## src/hdl/assert_macros.svh

```systemverilog
// assertion macros used by the top level of the packed simd alu
// no dependencies; defining SYNTH turns every macro into nothing
`ifndef ASSERT_MACROS_SVH
`define ASSERT_MACROS_SVH

`ifndef SYNTH
`define ASSERT_IMPLIES(label, clk, rst, pre, post) \
  label: assert property (@(posedge clk) disable iff (rst) (pre) |-> (post)) \
    else $error("assertion failed");
`define ASSERT_EQUAL(label, clk, rst, lhs, rhs) \
  label: assert property (@(posedge clk) disable iff (rst) (lhs) == (rhs)) \
    else $error("assertion failed");
`else
`define ASSERT_IMPLIES(label, clk, rst, pre, post)
`define ASSERT_EQUAL(label, clk, rst, lhs, rhs)
`endif

`endif

```

## src/hdl/psa_pkg.sv

```systemverilog
// types and operation codes of the packed simd alu
// no dependencies; used by every module of the block
package psa_pkg;

  typedef enum logic [3:0] {
    CMD_ADD8     = 4'd0,
    CMD_ADD16    = 4'd1,
    CMD_SUB8     = 4'd2,
    CMD_SUB16    = 4'd3,
    CMD_MUL16_LO = 4'd4,
    CMD_MUL16_HI = 4'd5,
    CMD_MUL8_HI  = 4'd6,
    CMD_MUL8_LO  = 4'd7
  } cmd_t;

  localparam int unsigned LANES8  = 4;
  localparam int unsigned LANES16 = 2;

  typedef struct packed {
    logic [3:0]  command;
    logic [31:0] source_a;
    logic [31:0] source_b;
  } in_t;

  typedef struct packed {
    logic [31:0] result_word;
    logic        invalid_command;
  } out_t;

  // stage 1 to lane unit
  typedef struct packed {
    logic        valid;
    logic [3:0]  command;
    logic [31:0] source_a;
    logic [31:0] source_b;
  } issue_t;

  // lane unit to pack stage
  typedef struct packed {
    logic        valid;
    logic [3:0]  command;
    logic [LANES8-1:0][15:0] prod;
    logic [LANES8-1:0][7:0]  sum8;
    logic [LANES16-1:0][15:0] sum16;
  } lane_t;

endpackage

```

## src/hdl/psa_lane_unit.sv

```systemverilog
// lane arithmetic stage: four signed 8x8 multipliers and the add/sub lanes
// depends on psa_pkg
module psa_lane_unit (
  input  logic            clk,
  input  logic            rst,
  input  psa_pkg::issue_t issue,
  output psa_pkg::lane_t  lanes
);

  logic sub;
  logic [psa_pkg::LANES8-1:0][15:0] prod_next;
  logic [psa_pkg::LANES8-1:0][7:0]  sum8_next;
  logic [psa_pkg::LANES16-1:0][15:0] sum16_next;

  assign sub = (issue.command == psa_pkg::CMD_SUB8) || (issue.command == psa_pkg::CMD_SUB16);

  for (genvar k = 0; k < psa_pkg::LANES8; k++) begin : g_byte
    logic signed [7:0]  xa;
    logic signed [7:0]  xb;
    logic signed [15:0] p;
    assign xa = issue.source_a[8*k +: 8];
    assign xb = issue.source_b[8*k +: 8];
    // sign-extended operands; the signed product always fits in 16 bits
    assign p  = 16'(xa) * 16'(xb);
    assign prod_next[k] = p;
    assign sum8_next[k] = sub ? (issue.source_a[8*k +: 8] - issue.source_b[8*k +: 8])
                              : (issue.source_a[8*k +: 8] + issue.source_b[8*k +: 8]);
  end

  for (genvar k = 0; k < psa_pkg::LANES16; k++) begin : g_half
    assign sum16_next[k] = sub ? (issue.source_a[16*k +: 16] - issue.source_b[16*k +: 16])
                               : (issue.source_a[16*k +: 16] + issue.source_b[16*k +: 16]);
  end

  always_ff @(posedge clk) begin
    if (rst) begin
      lanes.valid <= 1'b0;
    end else begin
      lanes.valid <= issue.valid;
    end
    lanes.command <= issue.command;
    lanes.prod    <= prod_next;
    lanes.sum8    <= sum8_next;
    lanes.sum16   <= sum16_next;
  end

endmodule

```

## src/hdl/psa_pack.sv

```systemverilog
// output stage: picks and packs the lane results by operation code
// depends on psa_pkg
module psa_pack (
  input  logic           clk,
  input  logic           rst,
  input  psa_pkg::lane_t lanes,
  output logic           done,
  output psa_pkg::out_t  result
);

  psa_pkg::out_t result_next;

  always_comb begin
    result_next.invalid_command = 1'b0;
    case (lanes.command)
      psa_pkg::CMD_ADD8, psa_pkg::CMD_SUB8: begin
        result_next.result_word = lanes.sum8;
      end
      psa_pkg::CMD_ADD16, psa_pkg::CMD_SUB16: begin
        result_next.result_word = lanes.sum16;
      end
      psa_pkg::CMD_MUL16_LO: begin
        result_next.result_word = {lanes.prod[1], lanes.prod[0]};
      end
      psa_pkg::CMD_MUL16_HI: begin
        result_next.result_word = {lanes.prod[3], lanes.prod[2]};
      end
      psa_pkg::CMD_MUL8_HI: begin
        result_next.result_word = {lanes.prod[3][15:8], lanes.prod[2][15:8],
                                   lanes.prod[1][15:8], lanes.prod[0][15:8]};
      end
      psa_pkg::CMD_MUL8_LO: begin
        result_next.result_word = {lanes.prod[3][7:0], lanes.prod[2][7:0],
                                   lanes.prod[1][7:0], lanes.prod[0][7:0]};
      end
      default: begin
        result_next.result_word     = '0;
        result_next.invalid_command = 1'b1;
      end
    endcase
  end

  always_ff @(posedge clk) begin
    if (rst) begin
      done <= 1'b0;
    end else begin
      done <= lanes.valid;
    end
    result <= result_next;
  end

endmodule

```

## src/hdl/packed_simd_alu.sv

```systemverilog
// packed simd alu top level: issue register, lane unit, pack stage
// depends on psa_pkg, psa_lane_unit, psa_pack and assert_macros.svh
//
// Takes one command per clock: busy is always low, so a beat is accepted at
// every edge with start high. Each result appears after all three register
// stages, for one cycle with done high, in issue order. The three register
// stages are the issue register, the lane unit (four signed 8x8 multipliers
// and the add/sub lanes) and the output pack register; there is no state
// between commands. Unknown codes give a zero word with invalid_command set.
`include "assert_macros.svh"

module packed_simd_alu (
  input  logic          clk,
  input  logic          rst,
  input  logic          start,
  output logic          busy,
  input  psa_pkg::in_t  operands,
  output logic          done,
  output psa_pkg::out_t result
);

  psa_pkg::issue_t issue;
  psa_pkg::lane_t  lanes;

  assign busy = 1'b0;

  always_ff @(posedge clk) begin
    if (rst) begin
      issue.valid <= 1'b0;
    end else begin
      issue.valid <= start && !busy;
    end
    issue.command  <= operands.command;
    issue.source_a <= operands.source_a;
    issue.source_b <= operands.source_b;
  end

  psa_lane_unit u_lane (
    .clk   (clk),
    .rst   (rst),
    .issue (issue),
    .lanes (lanes)
  );

  psa_pack u_pack (
    .clk    (clk),
    .rst    (rst),
    .lanes  (lanes),
    .done   (done),
    .result (result)
  );

  // every beat comes out after the issue, lane and pack registers
  `ASSERT_EQUAL(a_latency, clk, rst, done, ($past(start, 3) && !$past(rst, 3) && !$past(rst, 2) && !$past(rst, 1)))
  `ASSERT_IMPLIES(a_invalid_zero, clk, rst, done && result.invalid_command, result.result_word == 32'd0)
  `ASSERT_IMPLIES(a_invalid_code, clk, rst, done, result.invalid_command == $past(operands.command[3], 3))

endmodule

```

## config.mk

```make
export PLATFORM = sky130hd
export DESIGN_NAME = packed_simd_alu
export DESIGN_NICKNAME = d
export VERILOG_FILES = /design/src/hdl/psa_pkg.sv /design/src/hdl/psa_lane_unit.sv /design/src/hdl/psa_pack.sv /design/src/hdl/packed_simd_alu.sv
export VERILOG_INCLUDE_DIRS = /design/src /design/src/hdl
export SDC_FILE = /design/constraint.sdc
export NUM_CORES = 1
export LEC_CHECK = 0
export BUFFER_PORTS_ARGS = -buffer_cell sky130_fd_sc_hd__buf_2
export CAP_MARGIN = 10
export CORE_UTILIZATION = 40
export DETAILED_ROUTE_END_ITERATION = 10
export GPL_TIMING_DRIVEN = 0
export PLACE_DENSITY_LB_ADDON = 0.08
export SLEW_MARGIN = 0
export SYNTH_ARGS = -nofsm -noshare
export SYNTH_HDL_FRONTEND = slang
export SYNTH_SLANG_ARGS = --single-unit
```

## constraint.sdc

```tcl
create_clock -name clk -period 5.1 [get_ports clk]
set_input_delay 0.255 -clock clk [delete_from_list [all_inputs] [get_ports clk]]
set_output_delay 0.255 -clock clk [all_outputs]
set_load 0.03 [all_outputs]
```

# After elaboration in Yosys (flattened, before gate mapping)
# Index checks and enable logic that the tools add are counted.
# W data, S select, Z words.
word_totals:
  input_bits: 71
  register_bits: 236
  out_inout_bits: 35
  elab_cells: 57
op_classes:
  mux: 8
  n_eq_ne: 9
  addsub: 12
  multipliers: 4
  n_reduce_logical: 5
ops:
  columns: ["operator", "count"]
  rows:
  - ["$pmux W32 S6", 1]
  - ["$mul A8 B8 Y16", 4]
  - ["$add A16 B16 Y16", 2]
  - ["$add A8 B8 Y8", 4]
  - ["$mux W16", 2]
  - ["$mux W8", 4]
  - ["$sub A16 B16 Y16", 2]
  - ["$sub A8 B8 Y8", 4]
  - ["$eq A4 B2 Y1 const B", 4]
  - ["$eq A4 B3 Y1 const B", 4]
  - ["$reduce_or A8 Y1", 1]
  - ["$eq A4 B1 Y1 const B", 1]
  - ["$logic_not A4 Y1", 1]
  - ["$reduce_or A2 Y1", 2]
  - ["$logic_or A1 B1 Y1", 1]
  - ["$mux W1", 1]

# Logic depth before layout (Yosys ltp)
# Gate-level depths: netlist of the first run.
logic_depth:
  depth_word: 3
  ltp_mapped: 17
  mapped_depth_nobuf: 16

# Modules after synthesis
# Synthesis of the first run repeated with hierarchy kept, for this count alone.
unflattened:
  cells_unflattened: 1922
  area_unflattened_um2: 18771.8
modules_own_cells:
  columns: ["mod", "seq_area_each_um2", "area_each_um2", "cells_per_inst", "n_inst"]
  rows:
  - ["psa_lane_unit", 2342.2, 15072.0, 1622, 1]
  - ["psa_pack", 680.7, 2293.4, 228, 1]
  - ["packed_simd_alu", 1381.3, 1406.3, 72, 1]

# Least setup slack after synthesis of the first run
# OpenSTA, ideal clock, no wires.
synth_path:
  path_type: "register -> register"
  startpoint: "reg issue[14] (netlist name)"
  endpoint: "reg u_lane.lanes[95] (netlist name)"
  path_stages_with_launch: 15
  period_less_slack_ns: 4.495
  arrival_ns: 4.374
  path_slack_ns: 0.605
  path_cell_list: "dfxtp_1 -> clkbuf_1 -> and2_1 -> fa_1 -> fa_1 -> fa_1 -> inv_1 -> fa_1 -> inv_1 -> ha_1 -> a2111oi_0 -> o21ai_1 -> a221oi_1 -> o21ai_1 -> xnor2_1"
synth_via:
  elab_chain_len: 1
synth_rtl:
  columns: ["item", "line_no", "rtl"]
  rows:
  - ["$mul A8 B8 Y16", "psa_lane_unit.sv:24", "assign p = 16'(xa) * 16'(xb);"]
  - ["named net u_lane.g_byte[1].p[15]", "psa_lane_unit.sv:20", "logic signed [15:0] p;"]
# The timed path passes the listed nets, and every way through them passes these cells.
# A chain may end at the register's enable or synchronous reset.

# Worst setup path in the final report of the first run
layout_path:
  startpoint: "reg issue[28] (netlist name)"
  endpoint: "reg u_lane.lanes[126] (netlist name)"
layout_via:
  elab_chain_len: 1
layout_rtl:
  columns: ["item", "line_no"]
  rows:
  - ["$mul A8 B8 Y16", "psa_lane_unit.sv:24"]
  - ["named net u_lane.g_byte[3].p[14]", "psa_lane_unit.sv:20"]
# The timed path passes the listed nets, and every way through them passes these cells.

==> results.tsv, run 1 <==
stage	metric	value	unit
run_status	status	finished clean	
worst_setup_path	r2r_end	u_lane.lanes[126]	
timing	rsz0062_at_grt	false	
drt	wl_met3	1910	µm
grt	grt_antenna_before_repair	1	
clock_network	clk-insertion-delay-late	580	ps
clock_network	cts_tree	done	
drt	drc	0	
drt	wl_per_cell	16.8	µm
timing	tightest_slew	986	ps
synth	yosysSeqAreaShare	24.3	%
drt	met2_length	20200	µm
final_layout	n_antenna_cell	0	
clock_network	clk_pin_slew	60	ps
worst_setup_path	critPathRequiredTime	5590	ps
clock_network	cts.sinks	220	
worst_setup_path	crit_arrival	5340	ps
synth	synth_edf_count	0	
drt	routedLengthMet1	22300	µm
placed_design	gp_congestion	0.875	
hold_path	hold_path.class	in2reg	
grt	grt_pass1_wl	74500	µm
pwr	internal_power	5.58	mW
synth	synth_top_family_by_area	adder cells	
clock_network	clk_path_buf_depth	3	
worst_setup_path	startpoint_type	flop	
pwr	p_sw_share	41.0	%
placed_design	dp_hpwl	36100	µm
pwr	pwr-share-comb	52.6	%
pwr	p_sw	3.88	mW
die	core	0.0445	mm²
synth	synthSimpleGateAreaFrac	13.8	%
clock_network	numCtsBuffers	28	
timing	relSlewSlack	34.3	%
drt	drt-vias-per-instance	4.82	
pwr	seqPwrFrac	26.8	%
final_layout	fillers	4320	
grt	grt_overflow_total	0	
hold_path	hold_start	operands[41]	
die	initial_core_util	40.8	%
timing	setup_viol	0	
timing	skew	24.0	ps
final_layout	stdcell_count	2701	
final_layout	stdcell_area	0.0210	mm²
drt	vias	13000	
clock_network	htreeDepth	1	
die	die_height	215	µm
grt	grt_usage	20.4	%
worst_setup_path	max_stage_delay	570	ps
worst_setup_path	rrSetupSlack	240	ps
timing	final.setup.tns	0	ps
worst_setup_path	critPathKind	reg2reg	
worst_setup_path	reg2reg_depth	15	
grt	grt_pass1_vias	13600	
drt	ant_nets	0	
grt	grt_max_degree	15	
pwr	power_density	449	mW/mm²
final_layout	nets	2551	
drt	drt_pass1_iterations	8	
clock_network	postCtsSetupBuffers	0	
synth	ys_ff_latch	220	
pwr	clkPwrFrac	20.6	%
timing	fmaxAchievable	206	MHz
synth	yosys.area_share.adder	36.3	%
synth	synth_compound_area_share	9.17	%
hold_path	holdPathStages	2	
timing	hold_viol	0	
worst_setup_path	cp.buffers_inverters	4	
timing	final_period_minus_worst_setup_slack	4860	ps
synth	synth_cell_types	65	
pwr	peakVddDrop	0.000291	V
final_layout	final_cell_mix	inv_1 (347), fa_1 (224), dfxtp_1 (218)	
worst_setup_path	crit_path_frequent_cell	fa_1	
final_layout	multi_input_area	0.0123	mm²
final_layout	area_growth	15.9	%
worst_setup_path	critPathTopFamily	adder cells	
worst_setup_path	cp_max_fo	10	
final_layout	drive_above_1_share	9.39	%
placed_design	place_inst	2582	
placed_design	port_buffers	104	
synth	synth-main-ff-cell	dfxtp_1	
synth	synth_area	0.0182	mm²
synth	syn-num-nets	2349	
die	die_x	215	µm
die	die-area	0.0463	mm²
final_layout	layout_commonest_cell	inv_1	
worst_setup_path	regToRegStartpoint	issue[28]	
die	fp-row-count	77	
synth	muxShareOfSynthArea	1.58	%
timing	post-route-period-util	95.3	%
worst_setup_path	cpMaxStageDelayCell	fa_1	
drt	drt_wl_total	45400	µm
drt	drt_iter0_drc	761	
synth	synthArstFlopShare	0	%
worst_setup_path	endpoint_kind	flop	
drt	top_layer	met4	
synth	synth_warnings	0	
synth	synth_area_per_cell	9.63	µm²
final_layout	seqCellArea	0.00441	mm²
timing	drv_slew	0	
clock_network	cts-root-buf	clkbuf_16	
hold_path	min_to	issue[41]	
placed_design	post_dp_cell_area	0.0194	mm²
worst_setup_path	path_cells	clkbuf_1 > nand2_1 > fa_1 > inv_1 > fa_1 > fa_1 > inv_1 > fa_1 > inv_1 > ha_1 > o21a_1 > a21boi_1 > o21ai_1 > or4b_1 > o311ai_1	
job	maxCapViolations	0	
pwr	p_leak	10.1	nW
synth	synth_xor_area_share	6.61	%
synth	synthCells	1886	
die	io_pins	106	
[worst reg2reg max path, stage by stage (launching register included)]
cell	delay (ps)
dfxtp_1	380
clkbuf_1	470
nand2_1	140
fa_1	500
inv_1	50
fa_1	500
fa_1	510
inv_1	60
fa_1	570
inv_1	60
ha_1	330
o21a_1	200
a21boi_1	140
o21ai_1	270
or4b_1	480
o311ai_1	100
[sequential cells by signal (all words and copies together) (netlist names)]
name and cells:
u_lane.lanes 117, u_pack.result 33, u_pack.done 1, issue 69
[cells in the mapped netlist (7+ instances only)]
master | n | area [µm²]
ha_1 | 168 | 2100
inv_1 | 347 | 1300
nor2b_1 | 44 | 275
o21ai_1 | 10 | 50.1
o21ai_0 | 35 | 175
a21oi_1 | 43 | 215
nand2_1 | 137 | 514
mux2_2 | 21 | 236
a22oi_1 | 17 | 128
and2_1 | 168 | 1050
a21o_1 | 17 | 128
nor2_1 | 64 | 240
a222oi_1 | 32 | 320
nand2b_1 | 14 | 87.6
o21a_1 | 12 | 90.1
a211oi_1 | 10 | 75.1
xnor2_1 | 106 | 928
xor2_1 | 31 | 272
dfxtp_1 | 220 | 4400
o211ai_1 | 7 | 52.6
clkbuf_1 | 46 | 173
nand3_1 | 7 | 35.0
nor3_1 | 15 | 75.1
fa_1 | 224 | 4480
[how the worst max path moves through the flow]
| stage | from | end | slack (ps) | cells past startpoint |
|---|---|---|---|---|
| global placement | issue[10] | u_lane.lanes[95] | -8 | 15 |
| finish | issue[28] | u_lane.lanes[126] | 240 | 15 |
| detailed placement | issue[10] | u_lane.lanes[95] | 40 | 15 |
| floorplan | issue[14] | u_lane.lanes[95] | 610 | 14 |
| global route | issue[30] | u_lane.lanes[127] | 9 | 16 |
| CTS | issue[14] | u_lane.lanes[95] | 40 | 14 |
[stage by stage]
| stage | utilization, % | setup WS (ps) | hold WS, ps | total power [mW] |
|---|---|---|---|---|
| 6_report | 47.3 | 242 | 305 | 9.45 |
| 5_1_grt | 47.3 | 9.47 | 290 | 10.4 |
| 4_1_cts | 47.3 | 41.1 | 277 | 9.57 |
| 3_5_place_dp | 43.6 | 35.1 | 334 | 7.47 |
| 3_3_place_gp | 43.6 | -7.71 | 316 | 7.47 |
| 2_1_floorplan | - | 605 | 283 | 6.20 |
[timing repair]
item | in CTS | in global routing
gates cloned | 0 | 0
resized for setup | 0 | 20
endpoints found under the setup margin | 1 | 5
hold endpoints to repair | 71 | 0
hold buffers | 70 | 0
[power groups by stage]
| stage | logic [mW] | registers [mW] | clock network [mW] |
|---|---|---|---|
| after CTS | 5.02 | 2.53 | 2.01 |
| after global routing | 5.71 | 2.56 | 2.08 |
| after floorplan | 3.71 | 2.49 | 0 |
| after global placement | 4.91 | 2.56 | 0 |
| after detailed placement | 4.92 | 2.56 | 0 |
| final | 4.98 | 2.53 | 1.94 |
[cells by family (layout without fill, tap and decap cells)]
group | count (synthesis) | after routing
simple gates | 480 | 480
buf+inv | 399 | 622
fa+ha+maj | 392 | 392
compound gates | 231 | 231
flops | 220 | 220
xor+xnor | 137 | 137
mux | 26 | 26
other cells | 1 | 1
[layout make-up]
| cell class | instances | share of cell area (%) |
|---|---|---|
| Inverter | 347 | 6.19 |
| Tap cell | 592 | 3.52 |
| Clock inverter | 15 | 0.731 |
| Buffer | 50 | 0.975 |
| Timing Repair Buffer | 174 | 5.80 |
| Multi-Input combinational cell | 1267 | 58.2 |
| Clock buffer | 36 | 3.61 |
| Sequential cell | 220 | 20.9 |
[metal layers]
metal / GRT usage, % / up-vias
li1: - / 6390
met1: 29.3 / 6290
met2: 32.8 / 291
met3: 2.19 / 59
met4: 5.20 / 0
met5: 0 / -
Power figures use the tool's default switching activity.
==> inputs of run 2 (changes only) <==
--- a/config.mk
+++ b/config.mk
@@ -12,6 +12,7 @@
 export DETAILED_ROUTE_END_ITERATION = 10
 export GPL_TIMING_DRIVEN = 0
 export PLACE_DENSITY_LB_ADDON = 0.08
+export REMOVE_ABC_BUFFERS = 1
 export SLEW_MARGIN = 0
 export SYNTH_ARGS = -nofsm -noshare
 export SYNTH_HDL_FRONTEND = slang
==> run 2 against run 1 <==
Effect of this change: critical path depth is 1 lower; largest power group unchanged; combinational power is 2% lower; global-route usage is 0.45 points lower; critical path type unchanged.
==> results.tsv, run 2 (synthesized netlist as in run 1, its figures left out) <==
stage	metric	value	unit	change
timing	final.setup.tns	0	ps	unchanged
worst_setup_path	critPathRequiredTime	5480	ps	-110 ps
worst_setup_path	endpoint_kind	flop		
worst_setup_path	crit_arrival	5140	ps	-200 ps
worst_setup_path	critPathKind	reg2reg		
grt	grt_antenna_before_repair	0		-1
clock_network	postCtsSetupBuffers	0		unchanged
clock_network	clk_path_buf_depth	3		unchanged
timing	setup_viol	0		unchanged
worst_setup_path	cp_max_fo	12		+2
final_layout	area_growth	14.7	%	
pwr	p_leak	9.98	nW	-1.1%
final_layout	fillers	4402		+1.9%
grt	use_met1	27.9	%	-1.4 points
hold_path	hold_path.class	in2reg		
final_layout	final_cell_mix	inv_1 (347), fa_1 (224), dfxtp_1 (210)		
final_layout	utilization	46.8	%	-0.49 points
grt	grt.met2_usage	32.6	%	-0.20 points
clock_network	cts_tree	done		
clock_network	numCtsBuffers	26		-7.1%
die	die_height	215	µm	unchanged
placed_design	dp_hpwl	34800	µm	-3.5%
grt	met3_usage	2.92	%	+0.72 points
timing	skew	10.1	ps	-13.9 ps
timing	rsz0062_at_grt	false		
clock_network	cts.sinks	220		unchanged
grt	grt_max_degree	26		+11
drt	drt-vias-per-instance	4.89		+1.4%
timing	relSlewSlack	17.1	%	-17 points
drt	wl_per_cell	16.8	µm	-0.12%
final_layout	largest_reg_flops	117		unchanged
final_layout	stdcell_area	0.0208	mm²	-1.0%
grt	grt_usage	20.0	%	-0.45 points
timing	post-route-period-util	93.3	%	-1.9 points
drt	drc	0		unchanged
clock_network	clk_pin_slew	60	ps	about the same
worst_setup_path	max_stage_delay	670	ps	+100 ps
die	io_pins	106		unchanged
pwr	total_power	9.27	mW	-2.0%
timing	drv_slew	0		unchanged
grt	grt_overflow_total	0		unchanged
pwr	power_density	445	mW/mm²	-0.94%
final_layout	largestRegisters	u_lane.lanes (117), issue (69), u_pack.result (33)		
die	initial_core_util	40.8	%	unchanged
drt	vias	13000		-0.54%
grt	grt_pass1_vias	13400		-2.0%
grt	grt_pass1_wl	72500	µm	-2.6%
drt	ant_nets	0		unchanged
clock_network	clk-insertion-delay-late	550	ps	-30 ps
timing	tightest_slew	1240	ps	+255 ps
timing	hold_viol	0		unchanged
pwr	peakVddDrop	0.000272	V	-6.6%
timing	fmaxAchievable	210	MHz	+2.1%
die	core	0.0445	mm²	unchanged
clock_network	cts-root-buf	clkbuf_16		
final_layout	layout_commonest_cell	inv_1		
worst_setup_path	startpoint_type	flop		
drt	drt_pass1_iterations	10		+2
timing	hold_ws	334	ps	+29.8 ps
die	die_x	215	µm	unchanged
placed_design	gp_congestion	0.854		-2.4%
final_layout	nets	2503		-1.9%
final_layout	n_antenna_cell	0		unchanged
placed_design	port_buffers	104		unchanged
run_status	status	finished clean		
final_layout	drive_above_1_share	9.48	%	+0.091 points
final_layout	largest_register	u_lane.lanes		
die	fp-row-count	77		unchanged
worst_setup_path	path_cells	and2_1 > fa_1 > inv_1 > fa_1 > inv_1 > fa_1 > inv_1 > fa_1 > inv_1 > ha_1 > o21ai_0 > nand2b_1 > o21ai_0 > o311ai_0		
drt	drt_iter0_drc	829		+8.9%
worst_setup_path	cpMaxStageDelayCell	fa_1		
job	maxCapViolations	0		unchanged
placed_design	post_dp_cell_area	0.0193	mm²	-0.66%
drt	drt_wl_total	44500	µm	-2.0%
clock_network	htreeDepth	1		unchanged
grt	gr-max-usage-layer	met2		
timing	final_period_minus_worst_setup_slack	4760	ps	-98.9 ps
die	die-area	0.0463	mm²	unchanged
==> run 2: cell types whose count changed in the layout (fill, tap and decap cells not counted), moves of 2 or more <==
cell,previous run,this run
buf_1,2,0
buf_2,106,104
buf_6,0,3
clkbuf_1,41,5
clkbuf_2,9,0
clkinv_4,2,0
dfxtp_1,218,210
dfxtp_2,2,10
==> run 2: cell type report <==
cell class                 count  area [µm²]  share of cell area (%)
multi-input combinational   1267       12300                    58.9
sequential                   220        4420                    21.2
inverter                     347        1300                    6.25
timing repair buffer         178        1280                    6.16
tap                          592         741                    3.56
clock buffer                  34         722                    3.47
clock inverter                11        93.8                   0.451
==> run 2: what timing repair did <==
item | CTS | global route
hold buffers | 70 | 0
gates resized for setup | 0 | 11
hold endpoints to repair | 71 | 0
endpoints found under the setup margin | 0 | 3
==> run 2: where the power goes <==
part	switching, mW	internal [mW]	total, mW
logic	2.72	2.18	4.90
registers	0.360	2.21	2.57
clock network	0.748	1.04	1.79
total	3.83	5.44	9.27
==> run 2: metal layers <==
metal  wire length [µm]  part of all wire, %
met1              20800                   47
met2              20600                   46
met3               2260                  5.1
met4                819                  1.8
met5                  0                    0
==> run 2: through the flow <==
step | std cells | setup WS [ps]
after CTS | 2649 | 77.8
after global placement | 2530 | 94.3
after detailed placement | 2534 | 103
after floorplan | 1834 | 728
final | 2649 | 341
after global routing | 2649 | 27.6
==> run 2: worst max-delay path, delay by kind of cell (launching register included) <==
family | cells | cell delay [ps]
AOI/OAI and AO/OA | 3 | 870
buffers and inverters | 4 | 330
adders and majority gates | 5 | 2590
DFF | 1 | 460
and+or+nand+nor | 2 | 330
==> run 2: path summary, 6_finish.rpt <==
path                startpoint                end  slack [ps]  cells after the start
setup / recovery     issue[12]   u_lane.lanes[94]         340                     14
setup reg to reg     issue[12]   u_lane.lanes[94]         340                     14
hold / removal    operands[17]          issue[17]         330                      2
hold reg to reg      issue[64]  u_lane.lanes[128]         340                      0
